===== src/eds_pkg.sv =====
// shared constants and types for the embedding distance sum block
`default_nettype none
package eds_pkg;

  localparam int COMP_W   = 16;
  localparam int DIFF_W   = COMP_W + 1;
  localparam int SQ_W     = 2 * DIFF_W;
  localparam int ACC_W    = 44;
  localparam int DIST_W   = ACC_W / 2;
  localparam int REM_W    = DIST_W + 2;
  localparam int LOSS_W   = 40;
  localparam int VLEN_W   = 11;
  localparam int NCNT_W   = 16;
  localparam int MAX_VLEN = 1024;
  localparam int CIDX_W   = $clog2(MAX_VLEN);
  localparam int STEP_W   = $clog2(DIST_W);

  localparam int QDEPTH   = 4;
  localparam int QPTR_W   = $clog2(QDEPTH);
  localparam int QCNT_W   = $clog2(QDEPTH + 1);

  localparam int DATA_W   = 32;
  localparam int ADDR_W   = 3;

  localparam logic [VLEN_W-1:0] VLEN_RESET   = VLEN_W'(128);
  localparam logic [NCNT_W-1:0] NCNT_RESET   = NCNT_W'(1);
  localparam logic [VLEN_W-1:0] VLEN_MAX_VAL = VLEN_W'(MAX_VLEN);

  // register index, taken from the word address
  localparam logic REG_VLEN = 1'b0;
  localparam logic REG_NCNT = 1'b1;

  // finished square sum of one node, front to queue
  typedef struct packed {
    logic             valid;
    logic [ACC_W-1:0] sum;
  } acc_entry_t;

  // head of the queue, queue to back
  typedef struct packed {
    logic             empty;
    logic [ACC_W-1:0] sum;
  } q_status_t;

endpackage
`default_nettype wire


===== src/embedding_distance_sum_top.sv =====
// top level of the embedding distance sum block with its register port
`default_nettype none
// Streams pairs of signed Q4.12 embedding components, one pair per transaction
// on the push side, and sums the squared differences of each node. After
// vector_length components (0 counts as 1, anything above 1024 as 1024) the
// node's 44-bit sum goes through a four-entry queue to the back part, where a
// bit-serial square root gives the Q10.12 distance; the distance is then added
// to a saturating 40-bit loss and one result transaction shows the distance,
// the running loss and a flag on the node_count-th node, after which the loss
// and the node count start again from zero. Components are taken at one per
// cycle while full is low; the square root unit limits the node rate for short
// vectors. Registers: vector_length at byte address 0, node_count at 4;
// write them only while no node is in progress.
module embedding_distance_sum_top (
  input  wire logic                          clk_i,
  input  wire logic                          rst_ni,
  input  wire logic                          push,
  output logic                               full,
  input  wire logic [eds_pkg::COMP_W-1:0]    original_component_i,
  input  wire logic [eds_pkg::COMP_W-1:0]    fair_component_i,
  output logic                               empty,
  input  wire logic                          pop,
  output logic [eds_pkg::DIST_W-1:0]         node_distance_o,
  output logic [eds_pkg::LOSS_W-1:0]         loss_total_o,
  output logic                               last_node_o,
  input  wire logic                          psel,
  input  wire logic                          penable,
  input  wire logic                          pwrite,
  input  wire logic [eds_pkg::ADDR_W-1:0]    paddr,
  input  wire logic [eds_pkg::DATA_W-1:0]    pwdata,
  output logic [eds_pkg::DATA_W-1:0]         prdata,
  output logic                               pready
);

  logic [eds_pkg::VLEN_W-1:0] vlen_q;
  logic [eds_pkg::NCNT_W-1:0] ncnt_q;
  logic                       wr_en;
  logic                       reg_sel;
  logic                       q_pop;
  eds_pkg::acc_entry_t        entry;
  eds_pkg::q_status_t         q_stat;

  assign pready  = 1'b1;
  assign wr_en   = psel & penable & pwrite & pready;
  assign reg_sel = paddr[2];

  always_ff @(posedge clk_i or negedge rst_ni) begin
    if (!rst_ni) begin
      vlen_q <= eds_pkg::VLEN_RESET;
      ncnt_q <= eds_pkg::NCNT_RESET;
    end else if (wr_en) begin
      case (reg_sel)
        eds_pkg::REG_VLEN: vlen_q <= pwdata[eds_pkg::VLEN_W-1:0];
        eds_pkg::REG_NCNT: ncnt_q <= pwdata[eds_pkg::NCNT_W-1:0];
        default: begin
        end
      endcase
    end
  end

  always_comb begin
    case (reg_sel)
      eds_pkg::REG_VLEN: prdata = eds_pkg::DATA_W'(vlen_q);
      eds_pkg::REG_NCNT: prdata = eds_pkg::DATA_W'(ncnt_q);
      default:           prdata = '0;
    endcase
  end

  eds_front u_front (
    .clk_i       (clk_i),
    .rst_ni      (rst_ni),
    .push_i      (push),
    .full_o      (full),
    .orig_i      (original_component_i),
    .fair_i      (fair_component_i),
    .vlen_i      (vlen_q),
    .slot_free_i (q_pop),
    .entry_o     (entry)
  );

  eds_queue u_queue (
    .clk_i    (clk_i),
    .rst_ni   (rst_ni),
    .entry_i  (entry),
    .pop_i    (q_pop),
    .status_o (q_stat)
  );

  eds_back u_back (
    .clk_i   (clk_i),
    .rst_ni  (rst_ni),
    .q_i     (q_stat),
    .q_pop_o (q_pop),
    .ncnt_i  (ncnt_q),
    .pop_i   (pop),
    .empty_o (empty),
    .dist_o  (node_distance_o),
    .loss_o  (loss_total_o),
    .last_o  (last_node_o)
  );

endmodule
`default_nettype wire


===== src/eds_front.sv =====
// front part: takes components, squares differences and sums them per node
`default_nettype none
module eds_front (
  input  wire logic                         clk_i,
  input  wire logic                         rst_ni,
  input  wire logic                         push_i,
  output logic                              full_o,
  input  wire logic [eds_pkg::COMP_W-1:0]   orig_i,
  input  wire logic [eds_pkg::COMP_W-1:0]   fair_i,
  input  wire logic [eds_pkg::VLEN_W-1:0]   vlen_i,
  input  wire logic                         slot_free_i,
  output eds_pkg::acc_entry_t               entry_o
);

  logic [eds_pkg::VLEN_W-1:0]        len_eff;
  logic                              take;
  logic                              last_comp;
  logic [eds_pkg::CIDX_W-1:0]        cidx_q, cidx_d;
  logic                              s1_vld_q, s1_end_q;
  logic signed [eds_pkg::DIFF_W-1:0] s1_diff_q;
  logic signed [eds_pkg::DIFF_W-1:0] diff;
  logic                              s2_vld_q, s2_end_q;
  logic [eds_pkg::SQ_W-1:0]          s2_sq_q;
  logic signed [eds_pkg::SQ_W-1:0]   prod;
  logic [eds_pkg::ACC_W-1:0]         acc_q, acc_d;
  logic [eds_pkg::ACC_W:0]           acc_sum;
  logic [eds_pkg::ACC_W-1:0]         acc_sat;
  logic [eds_pkg::QCNT_W-1:0]        pend_q, pend_d;
  logic                              pend_inc;

  always_comb begin
    len_eff = vlen_i;
    if (vlen_i == '0) begin
      len_eff = eds_pkg::VLEN_W'(1);
    end else if (vlen_i > eds_pkg::VLEN_MAX_VAL) begin
      len_eff = eds_pkg::VLEN_MAX_VAL;
    end
  end

  assign take      = push_i & ~full_o;
  assign last_comp = (eds_pkg::VLEN_W'(cidx_q) + eds_pkg::VLEN_W'(1)) >= len_eff;
  assign cidx_d    = last_comp ? '0 : cidx_q + eds_pkg::CIDX_W'(1);

  // every node end in flight holds a queue slot until the back part takes it
  assign pend_inc = take & last_comp;
  assign full_o   = (pend_q == eds_pkg::QCNT_W'(eds_pkg::QDEPTH));

  always_comb begin
    pend_d = pend_q;
    if (pend_inc && !slot_free_i) begin
      pend_d = pend_q + eds_pkg::QCNT_W'(1);
    end else if (!pend_inc && slot_free_i) begin
      pend_d = pend_q - eds_pkg::QCNT_W'(1);
    end
  end

  assign diff = $signed({orig_i[eds_pkg::COMP_W-1], orig_i})
              - $signed({fair_i[eds_pkg::COMP_W-1], fair_i});
  assign prod = s1_diff_q * s1_diff_q;

  assign acc_sum = {1'b0, acc_q} + (eds_pkg::ACC_W + 1)'(s2_sq_q);
  assign acc_sat = acc_sum[eds_pkg::ACC_W] ? '1 : acc_sum[eds_pkg::ACC_W-1:0];

  always_comb begin
    acc_d = acc_q;
    if (s2_vld_q) begin
      acc_d = s2_end_q ? '0 : acc_sat;
    end
  end

  assign entry_o.valid = s2_vld_q & s2_end_q;
  assign entry_o.sum   = acc_sat;

  always_ff @(posedge clk_i or negedge rst_ni) begin
    if (!rst_ni) begin
      cidx_q   <= '0;
      pend_q   <= '0;
      s1_vld_q <= 1'b0;
      s1_end_q <= 1'b0;
      s2_vld_q <= 1'b0;
      s2_end_q <= 1'b0;
      acc_q    <= '0;
    end else begin
      if (take) begin
        cidx_q <= cidx_d;
      end
      pend_q   <= pend_d;
      s1_vld_q <= take;
      s1_end_q <= last_comp;
      s2_vld_q <= s1_vld_q;
      s2_end_q <= s1_end_q;
      acc_q    <= acc_d;
    end
  end

  always_ff @(posedge clk_i) begin
    if (take) begin
      s1_diff_q <= diff;
    end
    if (s1_vld_q) begin
      s2_sq_q <= prod;
    end
  end

endmodule
`default_nettype wire


===== src/eds_queue.sv =====
// short queue of finished square sums between front and back
`default_nettype none
module eds_queue (
  input  wire logic                clk_i,
  input  wire logic                rst_ni,
  input  wire eds_pkg::acc_entry_t entry_i,
  input  wire logic                pop_i,
  output eds_pkg::q_status_t       status_o
);

  logic [eds_pkg::ACC_W-1:0]  mem_q [eds_pkg::QDEPTH];
  logic [eds_pkg::QPTR_W-1:0] wr_ptr_q, rd_ptr_q;
  logic [eds_pkg::QCNT_W-1:0] cnt_q;

  assign status_o.empty = (cnt_q == '0);
  assign status_o.sum   = mem_q[rd_ptr_q];

  always_ff @(posedge clk_i or negedge rst_ni) begin
    if (!rst_ni) begin
      wr_ptr_q <= '0;
      rd_ptr_q <= '0;
      cnt_q    <= '0;
    end else begin
      if (entry_i.valid) begin
        wr_ptr_q <= wr_ptr_q + eds_pkg::QPTR_W'(1);
      end
      if (pop_i) begin
        rd_ptr_q <= rd_ptr_q + eds_pkg::QPTR_W'(1);
      end
      if (entry_i.valid && !pop_i) begin
        cnt_q <= cnt_q + eds_pkg::QCNT_W'(1);
      end else if (!entry_i.valid && pop_i) begin
        cnt_q <= cnt_q - eds_pkg::QCNT_W'(1);
      end
    end
  end

  always_ff @(posedge clk_i) begin
    if (entry_i.valid) begin
      mem_q[wr_ptr_q] <= entry_i.sum;
    end
  end

endmodule
`default_nettype wire


===== src/eds_back.sv =====
// back part: bit-serial square root, saturating loss sum and result register
`default_nettype none
module eds_back (
  input  wire logic                        clk_i,
  input  wire logic                        rst_ni,
  input  wire eds_pkg::q_status_t          q_i,
  output logic                             q_pop_o,
  input  wire logic [eds_pkg::NCNT_W-1:0]  ncnt_i,
  input  wire logic                        pop_i,
  output logic                             empty_o,
  output logic [eds_pkg::DIST_W-1:0]       dist_o,
  output logic [eds_pkg::LOSS_W-1:0]       loss_o,
  output logic                             last_o
);

  localparam logic [1:0] S_IDLE = 2'd0;
  localparam logic [1:0] S_ROOT = 2'd1;
  localparam logic [1:0] S_DONE = 2'd2;

  logic [1:0]                  state_q, state_d;
  logic [eds_pkg::ACC_W-1:0]   x_q, x_d;
  logic [eds_pkg::REM_W-1:0]   rem_q, rem_d;
  logic [eds_pkg::DIST_W-1:0]  root_q, root_d;
  logic [eds_pkg::STEP_W-1:0]  step_q, step_d;
  logic [eds_pkg::REM_W+1:0]   rem_sh;
  logic [eds_pkg::REM_W+1:0]   trial;
  logic [eds_pkg::REM_W+1:0]   rem_sub;

  logic                        out_vld_q;
  logic                        out_take;
  logic                        load;
  logic [eds_pkg::NCNT_W-1:0]  node_q;
  logic [eds_pkg::LOSS_W-1:0]  run_q;
  logic [eds_pkg::NCNT_W-1:0]  cnt_eff;
  logic [eds_pkg::LOSS_W:0]    loss_sum;
  logic [eds_pkg::LOSS_W-1:0]  loss_sat;
  logic                        is_last;

  // one result bit per cycle, two radicand bits shifted in per step
  assign rem_sh  = {rem_q, x_q[eds_pkg::ACC_W-1 -: 2]};
  assign trial   = (eds_pkg::REM_W + 2)'({root_q, 2'b01});
  assign rem_sub = rem_sh - trial;

  assign out_take = pop_i & out_vld_q;
  assign load     = (state_q == S_DONE) & (~out_vld_q | out_take);

  always_comb begin
    state_d = state_q;
    x_d     = x_q;
    rem_d   = rem_q;
    root_d  = root_q;
    step_d  = step_q;
    q_pop_o = 1'b0;
    case (state_q)
      S_IDLE: begin
        if (!q_i.empty) begin
          q_pop_o = 1'b1;
          x_d     = q_i.sum;
          rem_d   = '0;
          root_d  = '0;
          step_d  = eds_pkg::STEP_W'(eds_pkg::DIST_W - 1);
          state_d = S_ROOT;
        end
      end
      S_ROOT: begin
        x_d = x_q << 2;
        if (rem_sh >= trial) begin
          rem_d  = rem_sub[eds_pkg::REM_W-1:0];
          root_d = {root_q[eds_pkg::DIST_W-2:0], 1'b1};
        end else begin
          rem_d  = rem_sh[eds_pkg::REM_W-1:0];
          root_d = {root_q[eds_pkg::DIST_W-2:0], 1'b0};
        end
        step_d = step_q - eds_pkg::STEP_W'(1);
        if (step_q == '0) begin
          state_d = S_DONE;
        end
      end
      S_DONE: begin
        if (load) begin
          state_d = S_IDLE;
        end
      end
      default: begin
        state_d = S_IDLE;
      end
    endcase
  end

  assign cnt_eff  = (ncnt_i == '0) ? eds_pkg::NCNT_W'(1) : ncnt_i;
  assign is_last  = ({1'b0, node_q} + (eds_pkg::NCNT_W + 1)'(1)) >= {1'b0, cnt_eff};
  assign loss_sum = {1'b0, run_q} + (eds_pkg::LOSS_W + 1)'(root_q);
  assign loss_sat = loss_sum[eds_pkg::LOSS_W] ? '1 : loss_sum[eds_pkg::LOSS_W-1:0];

  always_ff @(posedge clk_i or negedge rst_ni) begin
    if (!rst_ni) begin
      state_q   <= S_IDLE;
      step_q    <= '0;
      out_vld_q <= 1'b0;
      node_q    <= '0;
      run_q     <= '0;
    end else begin
      state_q <= state_d;
      step_q  <= step_d;
      if (load) begin
        out_vld_q <= 1'b1;
      end else if (out_take) begin
        out_vld_q <= 1'b0;
      end
      if (load) begin
        // a pass closes on its last node and the next one starts fresh
        if (is_last) begin
          node_q <= '0;
          run_q  <= '0;
        end else begin
          node_q <= node_q + eds_pkg::NCNT_W'(1);
          run_q  <= loss_sat;
        end
      end
    end
  end

  always_ff @(posedge clk_i) begin
    x_q    <= x_d;
    rem_q  <= rem_d;
    root_q <= root_d;
    if (load) begin
      dist_o <= root_q;
      loss_o <= loss_sat;
      last_o <= is_last;
    end
  end

  assign empty_o = ~out_vld_q;

endmodule
`default_nettype wire


===== config.mk =====
export PLATFORM = sky130hd
export DESIGN_NAME = embedding_distance_sum_top
export DESIGN_NICKNAME = d
export VERILOG_FILES = /design/src/eds_pkg.sv /design/src/embedding_distance_sum_top.sv /design/src/eds_front.sv /design/src/eds_queue.sv /design/src/eds_back.sv
export SDC_FILE = /design/constraint.sdc
export NUM_CORES = 2
export LEC_CHECK = 0
export ABC_AREA = 1
export BUFFER_PORTS_ARGS = -buffer_cell sky130_fd_sc_hd__buf_2
export CORE_MARGIN = 5
export CORE_UTILIZATION = 40
export CTS_BUF_LIST = sky130_fd_sc_hd__clkbuf_8
export DETAILED_ROUTE_END_ITERATION = 8
export GPL_TIMING_DRIVEN = 0
export PLACE_DENSITY = 0.7
export SETUP_SLACK_MARGIN = 0.15
export SLEW_MARGIN = 20
export SYNTH_ARGS = -nofsm -noshare
export SYNTH_HDL_FRONTEND = slang
export SYNTH_SLANG_ARGS = --single-unit

===== constraint.sdc =====
create_clock -name clk_i -period 6.7 [get_ports clk_i]
set_clock_uncertainty 0.2 [all_clocks]
set_input_delay 1.005 -clock clk_i [delete_from_list [all_inputs] [get_ports clk_i]]
set_output_delay 1.005 -clock clk_i [all_outputs]
set_load 0.005 [all_outputs]

# Word-level counts from Yosys, hierarchy flattened
# Memory sizes are Yosys's and may differ from the RTL's.
# Cells that the tools add are included.
# Widths: inputs -> output; s select.
[classes]
reduce_logical = 20
addsub = 15
magnitude_cmp = 4
n_mux = 34
eq_ne = 6
mul = 1
bitwise_logic = 11
[ops]
columns = ["operator", "n"]
rows = [
  ["$mux 44", 3],
  ["$pmux 44 s2", 1],
  ["$mux 40", 2],
  ["$pmux 32 s2", 1],
  ["$mux 24", 2],
  ["$pmux 24 s2", 1],
  ["$add 44x34->45", 1],
  ["$pmux 22 s2", 1],
  ["$add 40x22->41", 1],
  ["$mul 17x17->34", 1],
  ["$mux 16", 2],
  ["$ge 26x24->1", 1],
  ["$sub 24x24->24", 1],
  ["$mux 11", 2],
  ["$mux 22", 1],
  ["$add 16x1->17 const B", 1],
  ["$ge 17x16->1", 1],
  ["$sub 16x16->17", 1],
  ["$add 16x1->16 const B", 1],
  ["$logic_not 16->1", 1],
  ["$mux 3", 4],
  ["$add 10x1->11 const B", 1],
  ["$ge 11x11->1", 1],
  ["$gt 11x11->1 const B", 1],
  ["28 further kinds", 58],
]
[totals]
reg_bits = 363
word_cells = 117
mem_count = 1
input_bits = 74
ramBits = 176
[memory_table]
columns = ["memory", "depth", "word_bits", "rd", "rd_clocked_by_memory_dff", "write_ports", "line", "rtl"]
rows = [
  ["u_queue.mem_q", 4, 44, 1, 0, 1, "eds_queue.sv:11", "logic [eds_pkg::ACC_W-1:0] mem_q [eds_pkg::QDEPTH];"],
]

# Logic depth before layout (Yosys ltp)
[logic_depth]
ltp_word = 9
mapped_depth = 28

# Hierarchy
# Synthesis repeated with hierarchy kept, for this count alone.
[unflattened]
hier_cells = 5069
area_unflattened_um2 = 41403.5
[modules_own_cells]
columns = ["mod", "cells_per_inst", "instances", "area_each_um2"]
rows = [
  ["eds_front", 2615, 1, 19382.3],
  ["eds_back", 1708, 1, 13133.8],
  ["eds_queue", 560, 1, 7473.4],
  ["embedding_distance_sum_top", 186, 1, 1413.9],
]

# Least setup slack after synthesis
# No wires, ideal clock.
[synth_path]
kind = "register to register"
from = "reg u_front.s1_diff_q[16] (netlist bit)"
to = "reg u_front.s2_sq_q[33] (netlist bit), data pin"
path_stages_with_launch = 22
arrival_ps = 5807
required_ps = 6248
period_less_slack_ps = 6259
setup_time_ps = 252
path_slack_ps = 441
path_cell_list = "edfxtp_1 -> clkbuf_1 -> buf_1 -> nand2_1 -> fa_1 -> inv_1 -> fa_1 -> fa_1 -> fa_1 -> fa_1 -> inv_1 -> fa_1 -> inv_1 -> ha_1 -> a21oi_1 -> o21ai_0 -> a21oi_1 -> o21ai_0 -> a21oi_1 -> inv_1 -> nand2_1 -> nand2_1"
[synth_via]
elab_chain_cells = 1
[synth_rtl]
columns = ["item", "line", "rtl"]
rows = [
  ["from (decl)", "eds_front.sv:20", "logic signed [eds_pkg::DIFF_W-1:0] s1_diff_q;"],
  ["from (signal assigned)", "eds_front.sv:98", "s1_diff_q <= diff;"],
  ["$mul 17x17->34", "eds_front.sv:59", "assign prod = s1_diff_q * s1_diff_q;"],
  ["net u_front.prod (one bit)", "eds_front.sv:24", "logic signed [eds_pkg::SQ_W-1:0] prod;"],
  ["to (signal assigned)", "eds_front.sv:101", "s2_sq_q <= prod;"],
  ["to (decl)", "eds_front.sv:23", "logic [eds_pkg::SQ_W-1:0] s2_sq_q;"],
]
# The timed path passes the listed nets, and every way through them passes these cells.
# A chain may end at the register's enable or synchronous reset.

# Worst setup path after layout
[layout_path]
from = "reg u_front.s1_diff_q[1] (netlist bit)"
to = "reg u_front.s2_sq_q[28] (netlist bit), data pin"
# Same word-level chain as after synthesis.

==> summary.txt <==
GRT
  • Vias in the first global route: 32,466
  • Gr ovfl total: 0
  • Initial antenna violation count: 2
  • Largest net degree at the start of global routing: 89
  • Total GRT Usage: 0.193
  • First-pass GRT wire length: 167,000 um

Floorplanning
  • Die height: 328 um
  • Die area: 108,000 um^2
  • Area of the core: 100,000 um^2
  • Initial Utilization: 0.404
  • Row count: 116
  • I/O pin count: 172
  • Die W: 328 um

Placement
  • Post-DP HPWL: 83,000 um
  • Placed inst area: 43,300 um^2
  • Port-buffer cells: 136
  • RePlAce Congestion: 0.961

Critical path
  • Worst setup SP type: flip-flop
  • Crit Path Category: flip-flop to flip-flop
  • Crit path DAT: 6.56 ns
  • FF-to-FF Start: u_front.s1_diff_q[1]$_DFFE_PP_
  • WP data required: 6.95 ns
  • Cell repeated most along the worst path: fa_1
  • Crit path capture type: flip-flop
  • Flop2flop setup slack: 0.38 ns
  • Reg2reg end: u_front.s2_sq_q[28]$_DFFE_PP_
  • Crit Path Max Fanout: 10
  • Reg2Reg Depth: 21
  • CP peak stage delay: 0.54 ns
  • Crit-path cells: buf_4 -> clkbuf_4 -> nand2_1 -> inv_1 -> fa_1 -> inv_1 -> fa_1 -> inv_1 -> fa_1 -> fa_1 -> fa_1 -> inv_1 -> fa_1 -> inv_1 -> ha_1 -> a21oi_1 -> o21ai_0 -> a21oi_1 -> nand3_2 -> a21oi_1 -> xnor2_1
  • Slowest library cell on the worst path: fa_1

Timing
  • Final Hold Vio Count: 0
  • Slew Limit Fails: 0
  • Slew margin rel.: 0.464
  • Final period util: 0.943
  • RSZ-0062 raised after global routing: no
  • Final setup violation count: 0
  • Minimum clock period: 6.32 ns
  • Min Hold Slack: 0.0948 ns
  • Max Freq: 158 MHz
  • Worst Tran Pin Value: 0.795 ns

Yosys
  • Synthesized cell area: 40,500 um^2
  • Synth area leader: edfxtp_1
  • Async S/R FF share, synth: 0.296
  • Synth Register Bits: 538
  • Sequential area share after synthesis: 0.380
  • Most used DFF post-synth: edfxtp_1
  • Synth unique cells: 57
  • Ys Warns: 0
  • Number of synthesized flops with an enable pin: 379
  • Avg Cell Area, Syn: 8.29 um^2
  • Synth top area share: 0.281
  • Top cells by area, synth: edfxtp_1, fa_1, nand2_1
  • Cells after synthesis: 4,883

Status
  • Status: complete, no violations

Clocking
  • CTS H-Tree Depth: 3
  • Reg clk slew, reported paths: 0.06 ns
  • CTS tree: built
  • Worst skew pair latency: 0.71 ns
  • Hold_buf cts: 0
  • CTS Sinks: 538
  • CTS max path bufs: 3
  • CTS Buf Count: 88
  • CTS root buffer: clkbuf_8

Cells and area
  • Layout cells sized above 1: 0.0951
  • Design area: 45,700 um^2
  • P&R area growth vs syn: 12.9%
  • Util after Layout: 0.456
  • NumNets Final: 5,728

Routing
  • Number of vias per cell: 4.89
  • WL final: 104,000 um
  • DRC: 0
  • Initial DRC count: 2,319
  • Drt first pass iters: 6
  • Total number of vias: 32,234
  • Post-DRT Antenna Nets: 0
  • DR WL/cell: 15.8 um

Worst hold path
  • Hold/Removal Path Class: primary input to async pin

Flow run
  • Maxcap violations: 0
-- state kept, by name, indices dropped and copies added, names as in the netlist, 24 cells and up --
signal,count
u_back.run_q,40
u_queue.mem_q,176
u_front.s2_sq_q,33
u_front.acc_q,44
u_back.rem_q,24
u_back.x_q,44
u_back.loss_o,40
-- synthesized netlist by cell type (43+ instances only) --
master and count:
nand3_1 169, a31oi_1 44, dfrtp_1 157, clkbuf_1 87, o21ai_0 191, nor3_1 43
nand4_1 57, nor2_1 539, edfxtp_1 379, inv_1 946, xor2_1 83, fa_1 271
nand2_1 1263, a21oi_1 138, xnor2_1 52, ha_1 225
-- per-layer routing --
metal / global-route usage / share of wire / wire [um]
met3: 0.0247 / 0.058 / 6040
met4: 0.0594 / 0.028 / 2890
met5: 0 / 0.000096 / 10
met1: 0.249 / 0.42 / 44000
met2: 0.340 / 0.49 / 51200
-- worst max path at each step --
| stage | start | endpoint | slack (ns) |
|---|---|---|---|
| after floorplan | u_front.s1_diff_q[16]$_DFFE_PP_ | u_front.s2_sq_q[33]$_DFFE_PP_ | 0.44 |
| after CTS | u_front.s1_diff_q[16]$_DFFE_PP_ | u_front.s2_sq_q[33]$_DFFE_PP_ | 0.11 |
| final | u_front.s1_diff_q[1]$_DFFE_PP_ | u_front.s2_sq_q[28]$_DFFE_PP_ | 0.38 |
| after detailed placement | u_front.s1_diff_q[6]$_DFFE_PP_ | u_front.s2_sq_q[33]$_DFFE_PP_ | -0.84 |
| after global routing | u_front.s1_diff_q[5]$_DFFE_PP_ | u_front.s2_sq_q[33]$_DFFE_PP_ | 0.14 |
| after global placement | u_front.s1_diff_q[7]$_DFFE_PP_ | u_front.s2_sq_q[33]$_DFFE_PP_ | -0.81 |
-- area by class of cell --
cell class | count | area, um^2
Buffer | 133 | 836
Inverter | 958 | 3600
Clock buffer | 104 | 1430
Clock inverter | 62 | 424
Timing Repair Buffer | 170 | 1190
Tap cell | 1357 | 1700
Multi-Input combinational cell | 3269 | 21100
Sequential cell | 538 | 15400
Antenna cell | 5 | 12.5
Fill cell | 9716 | 54600
-- kinds of logic after synthesis --
group	Yosys count	share of synthesized area
adders and majority gates	496	0.204
other	2	0.000186
xor gates and xnor gates	135	0.0292
and+or+nand+nor	2165	0.221
buffers and inverters	1091	0.105
muxes	2	0.000556
DFF	538	0.380
AOI/OAI and AO/OA	454	0.0607
-- through the flow --
step,TNS (ns),setup slack [ns],instances
6_report,0,0.384,6596
2_1_floorplan,0,0.441,4898
3_3_place_gp,-26.35,-0.806,6391
4_1_cts,0,0.111,6576
5_1_grt,0,0.139,6596
3_5_place_dp,-9.07,-0.837,6405
-- what timing repair did --
action | in CTS | in global routing
endpoints found under the setup margin | 19 | 16
gates resized for setup | 57 | 107
hold endpoints to repair | 0 | 0
buffers inserted | 5 | 15
pin swaps | 2 | 13
-- critical path: cells and delay by family, from the launching register on --
family	cells	cell delay, ns
fa+ha+maj	7	3.43
simple gates	2	0.25
flops	1	0.47
buf+inv	7	0.71
compound gates	4	0.85
xor+xnor	1	0.12
-- cells in the final DEF, fill, tap and decap left out, types with 13 or more instances in the layout --
cell	count
nand2_1	1259
inv_1	971
nor2_1	532
edfxtp_1	379
fa_1	265
ha_1	215
o21ai_0	187
nand3_1	166
dfrtp_1	156
buf_2	141
a21oi_1	128
clkbuf_8	106
xor2_1	83
nand4_1	57
clkbuf_1	55
xnor2_1	52
buf_4	51
a31oi_1	44
nor3_1	40
o21ai_1	36
nand3_2	26
nand2_2	20
o21bai_1	19
conb_1	17
buf_6	16
clkinv_1	13
Power is left out: the tool's default activity adds up to more than one toggle a clock period on the data nets, which glitch-free logic cannot reach.
